## src/sv/eps_pkg.sv

```systemverilog
// Shared types and constants of the evacuation page selector.
// No dependencies; every module of the block imports it.
package eps_pkg;

  localparam int unsigned MaxPages = 64;
  localparam int unsigned IdW      = 16;
  localparam int unsigned BytesW   = 21;
  localparam int unsigned BudgetW  = 32;
  localparam int unsigned CountW   = 7;
  localparam int unsigned AddrW    = 3;
  localparam int unsigned DataW    = 32;

  localparam logic [BytesW-1:0]  ThresholdReset = BytesW'(262144);
  localparam logic [BudgetW-1:0] BudgetReset    = BudgetW'(4194304);

  localparam logic RegThreshold = 1'b0;
  localparam logic RegBudget    = 1'b1;

  typedef struct packed {
    logic [IdW-1:0]    id;
    logic [BytesW-1:0] bytes;
  } page_t;

  typedef struct packed {
    logic ins;
    logic shift;
  } cell_ctrl_t;

endpackage

```

## src/sv/eps_cell.sv

```systemverilog
// One slot of the sorted insertion chain: holds a page, takes a new page or
// its left neighbor's page on insert, takes its right neighbor's on drain.
// Depends on eps_pkg.
module eps_cell (
  input  logic               clk_i,
  input  logic               rst_ni,
  input  eps_pkg::cell_ctrl_t ctrl_i,
  input  eps_pkg::page_t     new_i,
  input  eps_pkg::page_t     left_page_i,
  input  logic               left_valid_i,
  input  logic               left_gt_i,
  input  eps_pkg::page_t     right_page_i,
  input  logic               right_valid_i,
  output eps_pkg::page_t     page_o,
  output logic               valid_o,
  output logic               gt_o
);
  import eps_pkg::*;

  page_t page_q, page_d;
  logic  valid_q, valid_d;

  assign gt_o    = !valid_q || (page_q.bytes > new_i.bytes);
  assign page_o  = page_q;
  assign valid_o = valid_q;

  always_comb begin
    page_d  = page_q;
    valid_d = valid_q;
    if (ctrl_i.shift) begin
      page_d  = right_page_i;
      valid_d = right_valid_i;
    end else if (ctrl_i.ins && gt_o) begin
      if (left_gt_i) begin
        page_d  = left_page_i;
        valid_d = left_valid_i;
      end else begin
        page_d  = new_i;
        valid_d = 1'b1;
      end
    end
  end

  always_ff @(posedge clk_i or negedge rst_ni) begin
    if (!rst_ni) begin
      valid_q <= 1'b0;
    end else begin
      valid_q <= valid_d;
    end
  end

  always_ff @(posedge clk_i) begin
    page_q <= page_d;
  end

endmodule

```

## config.mk

```make
export PLATFORM = sky130hd
export DESIGN_NAME = eps_cell
export DESIGN_NICKNAME = d
export VERILOG_FILES = /design/src/sv/eps_pkg.sv /design/src/sv/eps_cell.sv
export SDC_FILE = /design/constraint.sdc
export NUM_CORES = 1
export LEC_CHECK = 0
export ABC_AREA = 1
export BUFFER_PORTS_ARGS = -buffer_cell sky130_fd_sc_hd__buf_2
export CORE_MARGIN = 1
export CORE_UTILIZATION = 39
export CTS_BUF_LIST = sky130_fd_sc_hd__clkbuf_16
export CTS_CLUSTER_DIAMETER = 80
export DETAILED_ROUTE_END_ITERATION = 8
export GPL_ROUTABILITY_DRIVEN = 0
export GPL_TIMING_DRIVEN = 0
export MAX_ROUTING_LAYER = met4
export PLACE_DENSITY = 0.88
export SLEW_MARGIN = 10
export SYNTH_ARGS = -nofsm -noshare
export SYNTH_HDL_FRONTEND = slang
export SYNTH_SLANG_ARGS = --single-unit
```

## constraint.sdc

```tcl
create_clock -name clk_i -period 2 [get_ports clk_i]
set_input_delay 0.2 -clock clk_i [delete_from_list [all_inputs] [get_ports clk_i]]
set_output_delay 0.2 -clock clk_i [all_outputs]
set_load 0.03 [all_outputs]
```

# After elaboration in Yosys (flattened, before gate mapping)

Index checks and enable logic that the tools add are counted.

Bits in registers: 38
Bits of input ports: 118
Logic and storage cells: 14

Reductions and logical operators: 4
$lt $le $gt $ge: 1
Multiplexer cells: 6

Operators with widths:

| kind                | number |
|---|---|
| $mux W37            | 3 |
| $gt A21 B21 Y1      | 1 |
| $mux W1             | 3 |
| $reduce_bool A2 Y1  | 1 |
| $logic_and A1 B1 Y1 | 1 |
| $logic_not A1 Y1    | 1 |
| $logic_or A1 B1 Y1  | 1 |

# Depth between registers and ports, before layout

Gate-level depths: netlist of the first run.

Depth after elaboration: 5
Mapped depth: 16

# Worst setup path before layout of the first run

Ideal clock, no wire load.

Path type: reg-to-reg
Start: register page_q (netlist bit page_o[20])
End: register page_q (netlist bit page_o[0]) (enable)
Library setup time: 378 ps
Slack: -474 ps
Data arrival time: 2096 ps
Required time: 1622 ps
Cell stages (with the launch flop): 12
Path through: edfxtp_1 > ha_1 > nand2_1 > nor2_2 > nand2_1 > nor2_1 > nand2_1 > nand3_1 > nand2_1 > nand2_2 > nand2_2 > nand2_2

Word-level cells in the longest chain between the ends: 4

RTL lines:

| what                         | RTL line       | text |
|---|---|---|
| start: declaration           | eps_cell.sv:20 | `page_t page_q, page_d;` |
| start signal: assignment     | eps_cell.sv:53 | `page_q <= page_d;` |
| $gt A21 B21 Y1               | eps_cell.sv:23 | `assign gt_o = !valid_q \|\| (page_q.bytes > new_i.bytes);` |
| $logic_or A1 B1 Y1           | eps_cell.sv:23 |  |
| net gt_o                     | eps_cell.sv:16 | `output logic gt_o` |
| $logic_and A1 B1 Y1          | eps_cell.sv:33 | `end else if (ctrl_i.ins && gt_o) begin` |
| $reduce_bool A2 Y1 (no line) | -              |  |

The timed path passes the listed nets, and every way through them passes these cells.
A chain may end at the register's enable or synchronous reset.

# Worst setup path in the final report of the first run

Start: register page_q (netlist bit page_o[20])
End: output gt_o

Word-level cells in the longest chain between the ends: 2

RTL lines:

| what               | RTL line |
|---|---|
| $gt A21 B21 Y1     | eps_cell.sv:23 |
| $logic_or A1 B1 Y1 | eps_cell.sv:23 |
| end: declaration   | eps_cell.sv:16 |

No other way between the ends.

==> flow_summary_export.csv, run 1 <==
group,metric,value,unit
outcome,status,"finished with violations",
outcome,violations,"negative setup slack",
routing,vias,2815,
setup_path,crit_type,"flop to primary output",
cts,cts_buffer_depth,2,
routing,drtAntennaViolNets,0,
floorplanning,coreArea,6061,um2
cts,clk_latency,0.28,ns
floorplanning,io_pins,157,
final_layout,final_cell_mix,"buf_2, a21oi_1, nand2_1",
floorplanning,row_count,28,
timing,fin_crit,2.052,ns
global_routing,grt-ovfl-total,0,
placement,portBuffers,156,
setup_path,worstPathRequired,1.80,ns
synth,synth_cell_types,21,
global_routing,grt_max_degree,20,
setup_path,crit_chain,"ha_4 -> nand2_4 -> nor2_4 -> nand2_2 -> nor2_2 -> nand2_1 -> nand3_2 -> nand2_2 -> nand2_4 -> buf_6",
pwr,p_leak,1.904,nW
routing,wl_per_cell,14.05,um
cts,root_buffer,"clkbuf_16",
timing,hold_violations,0,
setup_path,critPathBufInv,1,
routing,dr.pass1.iters,4,
worst_hold_path,hold_path_class,"input pin to async pin",
cts,numCtsBuffers,5,
floorplanning,chipHeight,82.40,um
synth,synth_area,2521,um2
final_layout,design_area,3842,um2
pwr,p_total,0.002646,W
final_layout,final_nets,627,
setup_path,max_stage_delay,0.44,ns
synth,syn-instance-count,316,
timing,skew,0.007312,ns
floorplanning,dieArea,6790,um2
synth,synth_nets,455,
timing,setup_violations,39,
global_routing,antenna_found_initial,0,
setup_path,critical_path.top_delay_family,"simple AND/OR/NAND/NOR gates",
synth,ys_seq_area_share,45.06,%
placement,place_hpwl,5.845,mm
synth,post_synth.cell_area_avg,7.978,um2
setup_path,startpoint_type,"flop",
timing,rsz0062_at_grt,"true",
final_layout,layout-drive-gt1-share,42.54,%
timing,period_share,102.6,%
setup_path,cp.arrival,1.85,ns
timing,slew_viol_final,0,
synth,yosys_register_bits,38,
placement,placed_cell_area,3435,um2
routing,first_iter_violations,100,
timing,whs,0.2276,ns
global_routing,grt_pass1_wl,11.32,mm
timing,tightest_slew,0.5397,ns
final_layout,layout_commonest_cell,"buf_2",
placement,pre_cts_ws,-0.1207,ns
setup_path,end_kind,"primary output",
cts,clock-sinks,38,
setup_path,path_max_fanout,2,
cts,clkTransAtPathRegs,0.06,ns
global_routing,grt_usage,23.26,%
routing,routed_wl,7.922,mm
cts,cts_max_level,2,
floorplanning,start_util,41.60,%
pwr,vdd_ir_drop_max,0.5085,mV
final_layout,antenna_cells,0,
final_layout,syn2layout_area_growth,52.41,%
timing,slew_headroom,64.02,%
pwr,power_density,688.6,nW/um2
final_layout,nFillCells,535,
cts,cts_tree,"built",
global_routing,grt_pass1_vias,2595,
synth,yosys_warnings,0,
floorplanning,die_w,82.40,um
timing,max_freq,487.3,MHz
routing,viasPerCell,4.991,
routing,drc,0,
timing,fin_tns_setup,-0.8723,ns
setup_path,crit_slowest_cell,"edfxtp_1",
timing,fin_ws,-0.05202,ns
job,cap_violations,0,
synthesized netlist by cell type:
cell	instances	area, um2
nand2_1	70	262.8
nor2_4	1	11.26
a21o_1	1	7.510
nand3_1	3	15.01
inv_2	2	7.510
buf_1	4	15.01
buf_6	1	11.26
nand3b_1	1	7.510
buf_2	8	40.04
nor2_2	2	12.51
dfrtp_1	1	25.02
o21ai_0	2	10.01
inv_1	30	112.6
edfxtp_1	37	1111
ha_1	21	262.8
clkbuf_1	3	11.26
nand4_1	1	6.260
clkinv_1	1	3.750
nand2_2	4	25.02
nor2_1	42	157.7
a21oi_1	81	405.4
worst reg2reg max path: cells and delay by family (launching register included):
family	cells	cell delay, ns
adder cells (fa/ha/maj)	1	0.31
flip-flops	1	0.44
AND/OR/NAND/NOR	10	0.99
layer usage:
| layer | vias up | global-route usage [%] | routed length [um] |
|---|---|---|---|
| met3 | 8 | 3.626 | 477 |
| met2 | 120 | 42.07 | 4157 |
| li1 | 1408 | - | - |
| met4 | 0 | 7.018 | 99 |
| met5 | - | - | 0 |
| met1 | 1279 | 26.27 | 3187 |
registers in the layout, summed over array words and instances (netlist names):
signal / flops
page_o: 37
valid_o: 1
cell families after synthesis:
| group | count (synthesis) | synth area share, % |
|---|---|---|
| DFF | 38 | 45.06 |
| and+or+nand+nor | 124 | 19.75 |
| AOI/OAI and AO/OA | 84 | 16.77 |
| adders and majority gates | 21 | 10.42 |
| buffers and inverters | 49 | 7.990 |
worst paths after layout:
check / slack (ns) / to / cells after the start / start
worst max-delay path: -0.05 / gt_o / 10 / page_o[20]$_DFFE_PP_
worst min-delay path: 0.23 / valid_o$_DFFE_PN0P_ / 2 / rst_ni
worst max register to register: -0.04 / page_o[18]$_DFFE_PP_ / 11 / page_o[20]$_DFFE_PP_
worst min register to register: 0.62 / valid_o$_DFFE_PN0P_ / 2 / valid_o$_DFFE_PN0P_
max in group asynchronous: 1.69 / valid_o$_DFFE_PN0P_ / 2 / rst_ni
min in group clk_i: 0.24 / page_o[20]$_DFFE_PP_ / 3 / right_page_i[20]
timing repair:
item,CTS,global route
setup buffers,0,2
gates resized for setup,4,25
hold buffers,1,0
hold endpoints to repair,1,0
setup endpoints to repair,39,39
pin swaps,5,20
cloned,3,3
per-stage QoR:
stage	std cells	utilization [%]
after floorplan	316	-
after global placement	547	56.67
after detailed placement	547	56.67
after CTS	559	60.03
after global routing	564	63.40
final	564	63.40
power by group:
part / internal [W] / total (W) / switching, W
Sequential: 0.000985 / 0.00103 / 0.0000442
Clock: 0.000450 / 0.000739 / 0.000289
Combinational: 0.000326 / 0.000878 / 0.000552
layout make-up:
type	instances	area (um2)	area share (%)
buffer	16	77.57	2.019
timing repair buffer	159	812.0	21.13
sequential	38	1136	29.57
tap	75	93.84	2.442
clock buffer	5	125.1	3.256
inverter	33	123.9	3.224
multi-input combinational	235	1461	38.03
clock inverter	3	12.51	0.3256
Note: power is estimated with default switching activity, not from simulation.
==> run 2: changes to the inputs <==
--- a/config.mk
+++ b/config.mk
@@ -7,7 +7,7 @@
 export LEC_CHECK = 0
 export ABC_AREA = 1
 export BUFFER_PORTS_ARGS = -buffer_cell sky130_fd_sc_hd__buf_2
-export CORE_MARGIN = 1
+export CORE_MARGIN = 3
 export CORE_UTILIZATION = 39
 export CTS_BUF_LIST = sky130_fd_sc_hd__clkbuf_16
 export CTS_CLUSTER_DIAMETER = 80
==> flow_summary_export.csv, run 2 (synthesis results as in run 1) <==
group,metric,value,unit
setup_path,startpoint_type,"flop",
setup_path,crit_type,"flop to primary output",
global_routing,grt-ovfl-total,0,
routing,drtAntennaViolNets,0,
final_layout,layout_commonest_cell,"buf_2",
final_layout,final_cell_mix,"buf_2, a21oi_1, nand2_1",
global_routing,grt_max_degree,20,
timing,slew_headroom,62.06,%
final_layout,syn2layout_area_growth,53.35,%
setup_path,worstPathRequired,1.80,ns
floorplanning,dieArea,7465,um2
timing,whs,0.2402,ns
cts,clk_latency,0.28,ns
timing,skew,0.005099,ns
cts,cts_tree,"built",
setup_path,end_kind,"primary output",
final_layout,final_core_util,63.42,%
routing,routed_wl,8.075,mm
timing,setup_violations,38,
setup_path,max_stage_delay,0.44,ns
global_routing,grt_pass1_wl,12.42,mm
timing,rsz0062_at_grt,"true",
timing,tightest_slew,0.5691,ns
floorplanning,chipHeight,86.40,um
final_layout,largest_register_ffs,37,
cts,numCtsBuffers,5,
cts,root_buffer,"clkbuf_16",
cts,cts_max_level,2,
routing,viasPerCell,4.947,
timing,hold_violations,0,
cts,clkTransAtPathRegs,0.06,ns
routing,first_iter_violations,95,
setup_path,crit_slowest_cell,"edfxtp_1",
setup_path,cp.arrival,1.88,ns
floorplanning,io_pins,157,
routing,wl_per_cell,14.34,um
final_layout,layout-drive-gt1-share,41.80,%
placement,portBuffers,156,
pwr,vdd_ir_drop_max,0.5121,mV
setup_path,critical_path.top_delay_family,"simple AND/OR/NAND/NOR gates",
global_routing,grt_usage,21.93,%
pwr,p_leak,1.914,nW
cts,clock-sinks,38,
floorplanning,row_count,28,
setup_path,path_max_fanout,2,
final_layout,final_nets,626,
setup_path,critPathBufInv,2,
outcome,status,"finished with violations",
floorplanning,start_util,41.36,%
routing,dr.pass1.iters,4,
floorplanning,coreArea,6096,um2
timing,fin_crit,2.077,ns
timing,slew_viol_final,0,
setup_path,crit_chain,"ha_4 -> nand2_4 -> nor2_4 -> inv_1 -> a21oi_2 -> nor2_2 -> nand3_1 -> nand2_2 -> nand2_4 -> buf_6",
setup_path,critPathMostFrequentCell,"nand2_4",
timing,fin_ws,-0.07674,ns
job,cap_violations,0,
pwr,p_total,0.002920,W
global_routing,antenna_found_initial,0,
routing,vias,2785,
final_layout,nFillCells,544,
worst_hold_path,hold_path_class,"input pin to async pin",
timing,max_freq,481.5,MHz
pwr,power_density,755.2,nW/um2
cts,cts_buffer_depth,2,
global_routing,grt_pass1_vias,2731,
placement,place_hpwl,6.120,mm
final_layout,antenna_cells,0,
floorplanning,die_w,86.40,um
routing,drc,0,
timing,period_share,103.8,%
outcome,violations,"negative setup slack",
[run 2: cell types whose count changed in the layout (fill, tap and decap cells not counted), moves of 2 or more]
| cell | previous run | this run |
|---|---|---|
| ha_4 | 7 | 5 |
| ha_1 | 14 | 16 |
| inv_2 | 4 | 2 |
| bufinv_16 | 0 | 2 |
[run 2: metal layers]
metal  track usage (%)  up-vias  share of wire, %  routed length, um
met5                 -        -                 0                  0
met4             5.099        0               1.3                109
met3             4.183       10               5.9                477
li1                  -     1402                 -                  -
met1             23.44     1251                39               3143
met2             41.45      122                54               4345
[run 2: final timing paths]
path	slack [ns]	endpoint	startpoint	cells after the start
min reg2reg	0.62	valid_o$_DFFE_PN0P_	valid_o$_DFFE_PN0P_	2
max	-0.08	gt_o	page_o[20]$_DFFE_PP_	10
min	0.24	valid_o$_DFFE_PN0P_	rst_ni	2
max reg2reg	-0.06	page_o[13]$_DFFE_PP_	page_o[20]$_DFFE_PP_	11
min in group clk_i	0.25	valid_o$_DFFE_PN0P_	right_valid_i	5
max in group asynchronous	1.68	valid_o$_DFFE_PN0P_	rst_ni	2
[run 2: cell type report]
| type | instances | area [um2] | share of cell area, % |
|---|---|---|---|
| Tap cell | 75 | 93.84 | 2.427 |
| Inverter | 33 | 123.9 | 3.204 |
| Sequential cell | 38 | 1136 | 29.39 |
| Clock buffer | 5 | 125.1 | 3.236 |
| Timing Repair Buffer | 158 | 804.5 | 20.81 |
| Buffer | 16 | 77.57 | 2.006 |
| Clock inverter | 3 | 68.82 | 1.780 |
| Multi-Input combinational cell | 235 | 1436 | 37.15 |
[run 2: per-stage QoR]
stage | std cells | worst slack (ns) | TNS, ns | instance area [um2]
floorplan | 316 | -0.1119 | -4.148 | 2560
global placement | 547 | -0.04650 | -1.712 | 3435
detailed placement | 547 | -0.1283 | -4.787 | 3435
CTS | 559 | -0.07840 | -1.232 | 3686
global route | 563 | -0.1617 | -5.019 | 3866
finish | 563 | -0.07674 | -1.620 | 3866
[run 2: repair_timing]
action,in CTS,in global routing
setup endpoints to repair,39,39
buffers inserted,1,0
pin swaps,8,16
hold buffers,1,0
cloned,2,4
hold endpoints to repair,1,0
resized for setup,4,20
[run 2: where the power goes]
part	internal [W]	switching (W)
clock	0.000716	0.000310
combinational	0.000318	0.000548
sequential	0.000984	0.0000430
