$ cat src/sv/eps_pkg.sv
// Shared types and constants of the evacuation page selector.
// No dependencies; every module of the block imports it.
package eps_pkg;

  localparam int unsigned MaxPages = 64;
  localparam int unsigned IdW      = 16;
  localparam int unsigned BytesW   = 21;
  localparam int unsigned BudgetW  = 32;
  localparam int unsigned CountW   = 7;
  localparam int unsigned AddrW    = 3;
  localparam int unsigned DataW    = 32;

  localparam logic [BytesW-1:0]  ThresholdReset = BytesW'(262144);
  localparam logic [BudgetW-1:0] BudgetReset    = BudgetW'(4194304);

  localparam logic RegThreshold = 1'b0;
  localparam logic RegBudget    = 1'b1;

  typedef struct packed {
    logic [IdW-1:0]    id;
    logic [BytesW-1:0] bytes;
  } page_t;

  typedef struct packed {
    logic ins;
    logic shift;
  } cell_ctrl_t;

endpackage

$ cat src/sv/eps_walker.sv
// Greedy budget walk over the head of the drained chain; holds one chosen
// page back so the final result can carry the last flag. Depends on eps_pkg.
module eps_walker (
  input  logic                          clk_i,
  input  logic                          rst_ni,
  input  logic                          walk_i,
  input  eps_pkg::page_t                head_i,
  input  logic                          head_valid_i,
  input  logic [eps_pkg::BudgetW-1:0]   budget_i,
  input  logic                          overflow_i,
  output logic                          result_valid_o,
  output logic [eps_pkg::IdW-1:0]       chosen_page_id_o,
  output logic [eps_pkg::BytesW-1:0]    chosen_live_bytes_o,
  output logic                          has_selection_o,
  output logic [eps_pkg::CountW-1:0]    selected_count_o,
  output logic [eps_pkg::BudgetW-1:0]   selected_total_o,
  output logic                          table_overflow_o,
  output logic                          last_result_o
);
  import eps_pkg::*;

  logic [BudgetW-1:0] total_q, total_d;
  logic [CountW-1:0]  count_q, count_d;
  page_t              pend_q, pend_d;
  logic               pend_vld_q, pend_vld_d;
  logic [BudgetW:0]   sum;
  logic               fits;

  logic               res_vld_q, res_vld_d;
  page_t              res_page_q, res_page_d;
  logic               res_has_q, res_has_d;
  logic [CountW-1:0]  res_count_q, res_count_d;
  logic [BudgetW-1:0] res_total_q, res_total_d;
  logic               res_ovf_q, res_ovf_d;
  logic               res_last_q, res_last_d;

  assign sum  = {1'b0, total_q} + (BudgetW+1)'(head_i.bytes);
  assign fits = sum <= {1'b0, budget_i};

  always_comb begin
    total_d     = total_q;
    count_d     = count_q;
    pend_d      = pend_q;
    pend_vld_d  = pend_vld_q;
    res_vld_d   = 1'b0;
    res_page_d  = res_page_q;
    res_has_d   = res_has_q;
    res_count_d = res_count_q;
    res_total_d = res_total_q;
    res_ovf_d   = res_ovf_q;
    res_last_d  = res_last_q;
    if (walk_i) begin
      if (head_valid_i) begin
        if (fits) begin
          total_d    = sum[BudgetW-1:0];
          count_d    = count_q + CountW'(1);
          pend_d     = head_i;
          pend_vld_d = 1'b1;
          if (pend_vld_q) begin
            res_vld_d   = 1'b1;
            res_page_d  = pend_q;
            res_has_d   = 1'b1;
            res_count_d = count_q;
            res_total_d = total_q;
            res_ovf_d   = overflow_i;
            res_last_d  = 1'b0;
          end
        end
      end else begin
        res_vld_d   = 1'b1;
        res_ovf_d   = overflow_i;
        res_last_d  = 1'b1;
        if (pend_vld_q) begin
          res_page_d  = pend_q;
          res_has_d   = 1'b1;
          res_count_d = count_q;
          res_total_d = total_q;
        end else begin
          res_page_d  = '0;
          res_has_d   = 1'b0;
          res_count_d = '0;
          res_total_d = '0;
        end
        total_d    = '0;
        count_d    = '0;
        pend_vld_d = 1'b0;
      end
    end
  end

  always_ff @(posedge clk_i or negedge rst_ni) begin
    if (!rst_ni) begin
      total_q    <= '0;
      count_q    <= '0;
      pend_vld_q <= 1'b0;
      res_vld_q  <= 1'b0;
    end else begin
      total_q    <= total_d;
      count_q    <= count_d;
      pend_vld_q <= pend_vld_d;
      res_vld_q  <= res_vld_d;
    end
  end

  always_ff @(posedge clk_i) begin
    pend_q      <= pend_d;
    res_page_q  <= res_page_d;
    res_has_q   <= res_has_d;
    res_count_q <= res_count_d;
    res_total_q <= res_total_d;
    res_ovf_q   <= res_ovf_d;
    res_last_q  <= res_last_d;
  end

  assign result_valid_o      = res_vld_q;
  assign chosen_page_id_o    = res_page_q.id;
  assign chosen_live_bytes_o = res_page_q.bytes;
  assign has_selection_o     = res_has_q;
  assign selected_count_o    = res_count_q;
  assign selected_total_o    = res_total_q;
  assign table_overflow_o    = res_ovf_q;
  assign last_result_o       = res_last_q;

endmodule

$ cat config.mk
export PLATFORM = sky130hd
export DESIGN_NAME = eps_walker
export DESIGN_NICKNAME = d
export VERILOG_FILES = /design/src/sv/eps_pkg.sv /design/src/sv/eps_walker.sv
export SDC_FILE = /design/constraint.sdc
export NUM_CORES = 1
export LEC_CHECK = 0
export ABC_AREA = 1
export BUFFER_PORTS_ARGS = -buffer_cell sky130_fd_sc_hd__buf_2
export CORE_MARGIN = 4
export CORE_UTILIZATION = 45
export CTS_BUF_LIST = sky130_fd_sc_hd__clkbuf_8
export CTS_CLUSTER_DIAMETER = 40
export DETAILED_ROUTE_END_ITERATION = 12
export PLACE_DENSITY = 0.7
export SYNTH_ARGS = -nofsm -noshare
export SYNTH_HDL_FRONTEND = slang
export SYNTH_SLANG_ARGS = --single-unit
$ cat constraint.sdc
create_clock -name clk_i -period 7.2 [get_ports clk_i]
set_input_delay 0.36 -clock clk_i [delete_from_list [all_inputs] [get_ports clk_i]]
set_output_delay 0.36 -clock clk_i [all_outputs]
set_load 0.1 [all_outputs]
; Word level (Yosys, flattened, before mapping)
; Index checks and enable logic that the tools add are counted.
[totals]
mem_count = 0
inputBits = 74
out_inout_bits = 80
register_bits = 157
word_cells = 51
romBits = 0
latchBits = 0
ramBits = 0
[op_classes]
n_mux = 30
n_lt_le_gt_ge = 1
n_reduce_logical = 3
bitwise = 0
n_mul = 0
div = 0
shifts = 0
n_eq_ne = 2
add_sub_neg = 2
[op_table]
columns = op, count
row1 = $mux 32, 6
row2 = $mux 37, 4
row3 = $mux 7, 6
row4 = $add 32x21->33, 1
row5 = $le 33x32->1, 1
row6 = $mux 1, 14
row7 = $add 7x1->7 const B, 1
row8 = $reduce_and 3->1, 2
row9 = $ne 2x1->1 const B, 2
row10 = $reduce_and 2->1, 1

; Longest topological paths before layout
; Gate-level depths: netlist of run 1.
[depth]
word_depth = 5
mapped_depth = 28

; Worst setup path after synthesis of run 1
; Ideal clock, no wire load.
[synth_timing]
path_kind = input to register
from = input head_i[0] (netlist bit)
to = register res_page_q, in the netlist chosen_live_bytes_o[0] (enable)
path_buffers = 1
cell_stages = 27
arrival_time_ns = 6.530
setup_slack_ns = 0.152
path_cell_list = ha_1 -> inv_1 -> fa_1 -> inv_1 -> nand2_1 -> nand2_1 -> nand3_1 -> nand2_1 -> nand3_1 -> nand3_1 -> a21oi_1 -> o21bai_1 -> nand2_1 -> xor2_1 -> ha_1 -> nand2_1 -> inv_1 -> o21ai_0 -> nand2_1 -> nand4_1 -> nand2_1 -> nor2_1 -> nand3_2 -> nand3_2 -> nand2_4 -> buf_6 -> nor2_1
[synth_between]
elab_chain_cells = 4
[synth_lines]
columns = item, line
row1 = "start, declared", eps_walker.sv:7  ; input eps_pkg::page_t head_i,
row2 = $add 32x21->33, eps_walker.sv:37  ; assign sum = {1'b0, total_q} + (BudgetW+1)'(head_i.bytes);
row3 = $le 33x32->1, eps_walker.sv:38  ; assign fits = sum <= {1'b0, budget_i};
row4 = $ne 2x1->1 (no line), -
row5 = $reduce_and 3->1 (no line), -
row6 = "end signal, assigned", eps_walker.sv:107  ; res_page_q <= res_page_d;
row7 = "end, declared", eps_walker.sv:30  ; page_t res_page_q, res_page_d;
; No other way between the ends.
; A chain may end at the register's enable or synchronous reset.

; Final worst setup path of run 1
[layout_timing]
from = register total_q[0]
to = register pend_q[3] (netlist bit) (enable)
[layout_between]
elab_chain_cells = 3
[layout_lines]
columns = item, line
row1 = "start, declared", eps_walker.sv:22  ; logic [BudgetW-1:0] total_q, total_d;
row2 = "start signal, assigned", eps_walker.sv:98  ; total_q <= total_d;
row3 = $add 32x21->33, eps_walker.sv:37
row4 = $le 33x32->1, eps_walker.sv:38
row5 = $reduce_and 3->1 (no line), -
row6 = "end signal, assigned", eps_walker.sv:106  ; pend_q <= pend_d;
row7 = "end, declared", eps_walker.sv:24  ; page_t pend_q, pend_d;
; No other way between the ends.

==> results.toml, run 1 <==
[drt]
viasPerCell = 4.796
vias = 5885
drc = 0
routed_wl_mm = 18.34
firstDrtPassIters = 5
first_iter_violations = 465
ant_nets = 0
wl_per_cell_um = 14.94

[floorplanning]
die-height_um = 141.3
ios = 154
die-area_mm2 = 0.01998
core_area_mm2 = 0.01736
initial_utilization_pct = 46.10
num_rows = 48
die_w_um = 141.3

[synth]
synth.yosys.seq_area_share_pct = 56.36
ys_warn_count = 0
synth_top_area_share_pct = 43.53
postSynthCellCount = 835
syn-cell-area_mm2 = 0.008001
yosys.area.top_type = "edfxtp_1"
synth_seq_cells = 157
syn_area_per_cell_um2 = 9.583
syn_nets = 964
synthTopCellsByArea = "edfxtp_1 44%, dfrtp_1 13%, ha_1 8.4%, nand2_1 8.2%, inv_1 6.8%"
synth_cell_type_count = 32

[power]
power.density_mw_per_mm2 = 329.2
ir_worst_vdd_uv = 156.1
leakagePower_nw = 4.711
total_power_mw = 3.103

[timing]
finalClockSkew_ps = 16.23
max_slew_margin_pct = 29.46
rsz0062_at_grt = "false"
drv_slew = 0
setup_ws_ps = 1657
period_needed_ps = 5543
setup-tns-final_ps = 0
finalCritPeriodShare_pct = 76.99
hold_viol_final = 0
holdWs_ps = 86.34
max_slew.worst_pin.slew_ps = 1058
fmax_mhz = 180.4
setup_viol = 0

[place]
dp_cells = 1195
placed_cell_area_mm2 = 0.008964
gp_congestion = 0.9210
dp_worst_setup_slack_ps = 1582
io_buffers = 153
dp.final_hpwl_mm = 13.18

[grt]
grt_max_degree = 80
antenna_found_initial = 0
grt_use_total_pct = 18.73
top_usage_layer = "met2"
use_met1_pct = 24.59
gr-total-overflow = 0
met2_usage_pct = 31.00
first_global_vias = 5896
grtUsageMet3_pct = 3.640
grt_pass1_wl_mm = 29.49

[cts]
htree_levels = 4
post_cts_buffers = 0
clkTransAtPathRegs_ps = 80
insertion_delay_ps = 450
cts_tree = "built"
cts.sinks = 157
clk_path_buf_depth = 2
cts-root-buf = "clkbuf_8"
cts_resized = 0
cts_hold_buf = 0
cts_buffers = 17

[outcome]
status = "complete, no violations"

[cells_and_area]
layout_common_cells = "175 x nand2_1, 153 x buf_2, 150 x inv_1"
layout_commonest_cell = "nand2_1"
synthToLayoutAreaGrowth_pct = 17.81
stdcell_count = 1227
layout.core_utilization_pct = 54.31
antenna_cells = 0
drive_above_1_share_pct = 19.46
stdcell_area_mm2 = 0.009427
layout.nets = 1118

[flow_run]
drv_cap = 0

[hold_path]
hp-class = "primary input to async pin"

[setup_path]
worstPathArrival_ps = 5720
required_ps = 7380
path_max_fanout = 40
critPathCaptureType = "flop"
crit_path_start_kind = "flop"
path_class = "flop to flop"
## synthesized netlist by cell type
cell	number
a211oi_1	1
a21o_1	1
a21oi_1	29
a21oi_2	1
a31o_2	1
a31oi_1	5
buf_1	1
buf_2	2
buf_4	4
buf_6	4
clkbuf_1	11
dfrtp_1	41
edfxtp_1	116
fa_1	1
ha_1	54
inv_1	146
nand2_1	175
nand2_2	2
nand2_4	1
nand3_1	58
nand3_2	3
nand4_1	10
nor2_1	109
nor3_1	6
nor4_1	5
nor4_2	1
o21ai_0	11
o21bai_1	3
o31ai_1	1
or2_1	1
xnor2_1	7
xor2_1	24
## worst max-delay path, stage by stage (launching register included)
cell	delay, ps
dfrtp_1	370
ha_1	180
inv_1	60
fa_1	390
inv_1	70
nand2_1	50
nand2_1	70
nand3_1	60
nand2_1	180
nand3_1	110
nand3_1	150
a21oi_1	130
o21bai_1	320
nand2_1	110
xor2_1	170
ha_1	300
nand2_1	50
inv_1	110
nand3_1	90
nor2_1	130
nand3_1	100
nand3_2	100
nand2_2	490
nand2_1	260
clkinv_1	680
buf_4	500
## cell families after synthesis
group	after synthesis	synth area share (%)
DFF	157	56.36
xor gates and xnor gates	31	3.393
adders and majority gates	55	8.694
and+or+nand+nor	371	19.41
AOI/OAI and AO/OA	53	3.675
buffers and inverters	168	8.475
## per-layer routing
metal | share of wire [%] | routed length, µm | vias to the layer above
li1 | - | - | 3006
met5 | 0 | 0 | -
met3 | 6.0 | 1091 | 12
met2 | 48 | 8797 | 163
met1 | 45 | 8252 | 2704
met4 | 1.1 | 193 | 0
## worst paths after layout
| check | slack [ps] | from | depth (start not counted) | endpoint |
|---|---|---|---|---|
| min in group clk_i | 90 | head_i[27] | 1 | pend_q[27] |
| worst max-delay path | 1660 | total_q[0] | 25 | pend_q[3] |
| worst min register to register | 480 | total_q[30] | 2 | total_q[30] |
| worst min-delay path | 90 | rst_ni | 1 | count_q[3] |
| worst max register to register | 1660 | total_q[0] | 25 | pend_q[3] |
| max in group asynchronous | 6470 | rst_ni | 1 | total_q[10] |
## power by group
group	switching, mW	internal (mW)	total [mW]
Combinational	0.847	0.340	1.19
Clock	0.317	0.443	0.760
Sequential	0.0616	1.10	1.16
Total	1.23	1.88	3.10
## cell type report
cell class / count / area (µm²)
fill: 1590 / 7930
clock inverter: 15 / 229.0
inverter: 146 / 548.0
timing repair buffer: 157 / 795.8
sequential: 157 / 4509
tap: 225 / 281.5
multi-input combinational: 510 / 2829
clock buffer: 17 / 234.0
## state kept, by name, indices dropped and copies added, names as in the netlist
name / cells
pend_q: 37
selected_total_o: 32
total_q: 32
chosen_live_bytes_o: 21
chosen_page_id_o: 16
count_q: 7
selected_count_o: 7
has_selection_o: 1
last_result_o: 1
pend_vld_q: 1
result_valid_o: 1
table_overflow_o: 1
(Power assumes the default switching activity.)
==> run 2, diff against run 1 <==
==> constraint.sdc (replaced) <==
create_clock -name clk_i -period 4.5 [get_ports clk_i]
set_input_delay 0.225 -clock clk_i [delete_from_list [all_inputs] [get_ports clk_i]]
set_output_delay 0.225 -clock clk_i [all_outputs]
set_load 0.1 [all_outputs]
==> results.toml, run 2 (same netlist as run 1, synthesis figures left out) <==
[setup_path]
slowest_stage = "dlygate4sd3_1"
crit_top_cell = "nand2_1"
path_buf_inv = 5
path_class = "primary input to flop"
required_ps = 4660
worstPathCellList = "dlygate4sd3_1, buf_2, ha_1, nand2_1, nor4_4, nand4_1, nand3_1, nand3_2, a21oi_4, nand2_1, nand2_1, nand2_1, ha_1, nand2_1, inv_1, nand3_1, inv_1, nand3_1, nor4_1, nand3_1, nand3_2, nand2_4, nor2_4, buf_12"
crit_path_start_kind = "primary input"
path_delay_family = "simple AND/OR/NAND/NOR gates"
critPathMaxStageDelay_ps = 530
worstPathArrival_ps = 4400
path_max_fanout = 24
critPathCaptureType = "flop"

[grt]
first_global_vias = 6160
grt_pass1_wl_mm = 30.55
grt_use_total_pct = 19.25
grt_max_degree = 46
gr-total-overflow = 0
antenna_found_initial = 0

[drt]
vias = 6137
wl_per_cell_um = 14.81
ant_nets = 0
drc = 0
viasPerCell = 4.817
first_iter_violations = 346
routed_wl_mm = 18.87
firstDrtPassIters = 7

[hold_path]
hp-class = "primary input to flop"

[place]
dp_worst_setup_slack_ps = 246.7
gp_congestion = 0.8827
dp.final_hpwl_mm = 13.52
io_buffers = 153

[floorplanning]
die_w_um = 141.3
initial_utilization_pct = 46.10
num_rows = 48
die-height_um = 141.3
ios = 154
core_area_mm2 = 0.01736
die-area_mm2 = 0.01998

[cells_and_area]
layout_common_cells = "174 x nand2_1, 153 x buf_2, 147 x inv_1"
antenna_cells = 0
synthToLayoutAreaGrowth_pct = 24.03
layout_commonest_cell = "nand2_1"
layout.core_utilization_pct = 57.18
drive_above_1_share_pct = 20.11
nFillCells = 1529
layout.nets = 1165
largest_reg_flops = 37
regMostFlops = "pend_q"

[power]
ir_worst_vdd_uv = 190.5
power.density_mw_per_mm2 = 494.9
leakagePower_nw = 4.909

[cts]
cts_buffers = 17
cts-root-buf = "clkbuf_8"
htree_levels = 4
clk_path_buf_depth = 2
cts.sinks = 157
insertion_delay_ps = 450
cts_tree = "built"
clkTransAtPathRegs_ps = 80

[outcome]
status = "complete, no violations"

[timing]
setup_ws_ps = 260.6
finalClockSkew_ps = 13.11
drv_slew = 0
fmax_mhz = 235.9
hold_viol_final = 0
period_needed_ps = 4239
max_slew.worst_pin.slew_ps = 1129
finalCritPeriodShare_pct = 94.21
max_slew_margin_pct = 24.54
setup-tns-final_ps = 0
setup_viol = 0

[flow_run]
drv_cap = 0
run 2: cell count changes in the layout (fill, tap and decap cells not counted), sizes merged:
cell         before  now
bufinv            6    4
buf             157  165
clkinv            2    6
inv             152  149
dlygate4sd3       0   39
clkinvlp          1    2
run 2: per-layer routing:
layer	global-route usage (%)	vias up	wire length (µm)
met1	25.69	2832	8417
li1	-	3098	-
met5	0	-	0
met2	32.18	190	9101
met3	3.842	17	1108
met4	5.303	0	244
run 2: repair_timing:
action | in CTS | in global routing
endpoints found under the hold margin | 79 | 0
gates resized for setup | 0 | 5
hold buffers | 39 | 0
setup endpoints to repair | 0 | 118
setup buffers | 0 | 1
run 2: final cells by class:
class | instances | area, µm² | area share (%)
flip-flops and latches | 157 | 4509 | 45.44
multi-input cells | 510 | 2875 | 28.97
repair buffers | 204 | 1296 | 13.06
inverters | 146 | 548.0 | 5.522
well taps | 225 | 281.5 | 2.837
clock buffers | 17 | 234.0 | 2.358
clock inverters | 15 | 180.2 | 1.815
run 2: where the power goes:
part	switching [mW]	internal (mW)
clock network	0.504	0.593
registers	0.103	1.75
logic	1.37	0.585
total	1.98	2.93
run 2: final timing paths:
kind | start | to | slack [ps] | cells past startpoint
min in group asynchronous | rst_ni | result_valid_o | 490 | 2
worst min register to register | total_q[30] | total_q[30] | 490 | 2
worst max-delay path | head_i[13] | selected_total_o[16] | 260 | 24
worst max register to register | total_q[13] | selected_total_o[16] | 290 | 22
worst min-delay path | head_valid_i | last_result_o | 110 | 2
max in group asynchronous | rst_ni | total_q[10] | 3380 | 2
run 2: stage by stage:
| step | hold slack (ps) | instances | power [mW] | instance area [µm²] |
|---|---|---|---|---|
| after floorplan | -70.59 | 835 | 3.370 | 8030 |
| after global placement | 404.2 | 1202 | 3.754 | 9087 |
| after detailed placement | 403.7 | 1202 | 3.786 | 9087 |
| after CTS | 80.42 | 1273 | 4.915 | 9892 |
| after global routing | 76.63 | 1274 | 5.251 | 9925 |
| final | 109.5 | 1274 | 4.911 | 9925 |
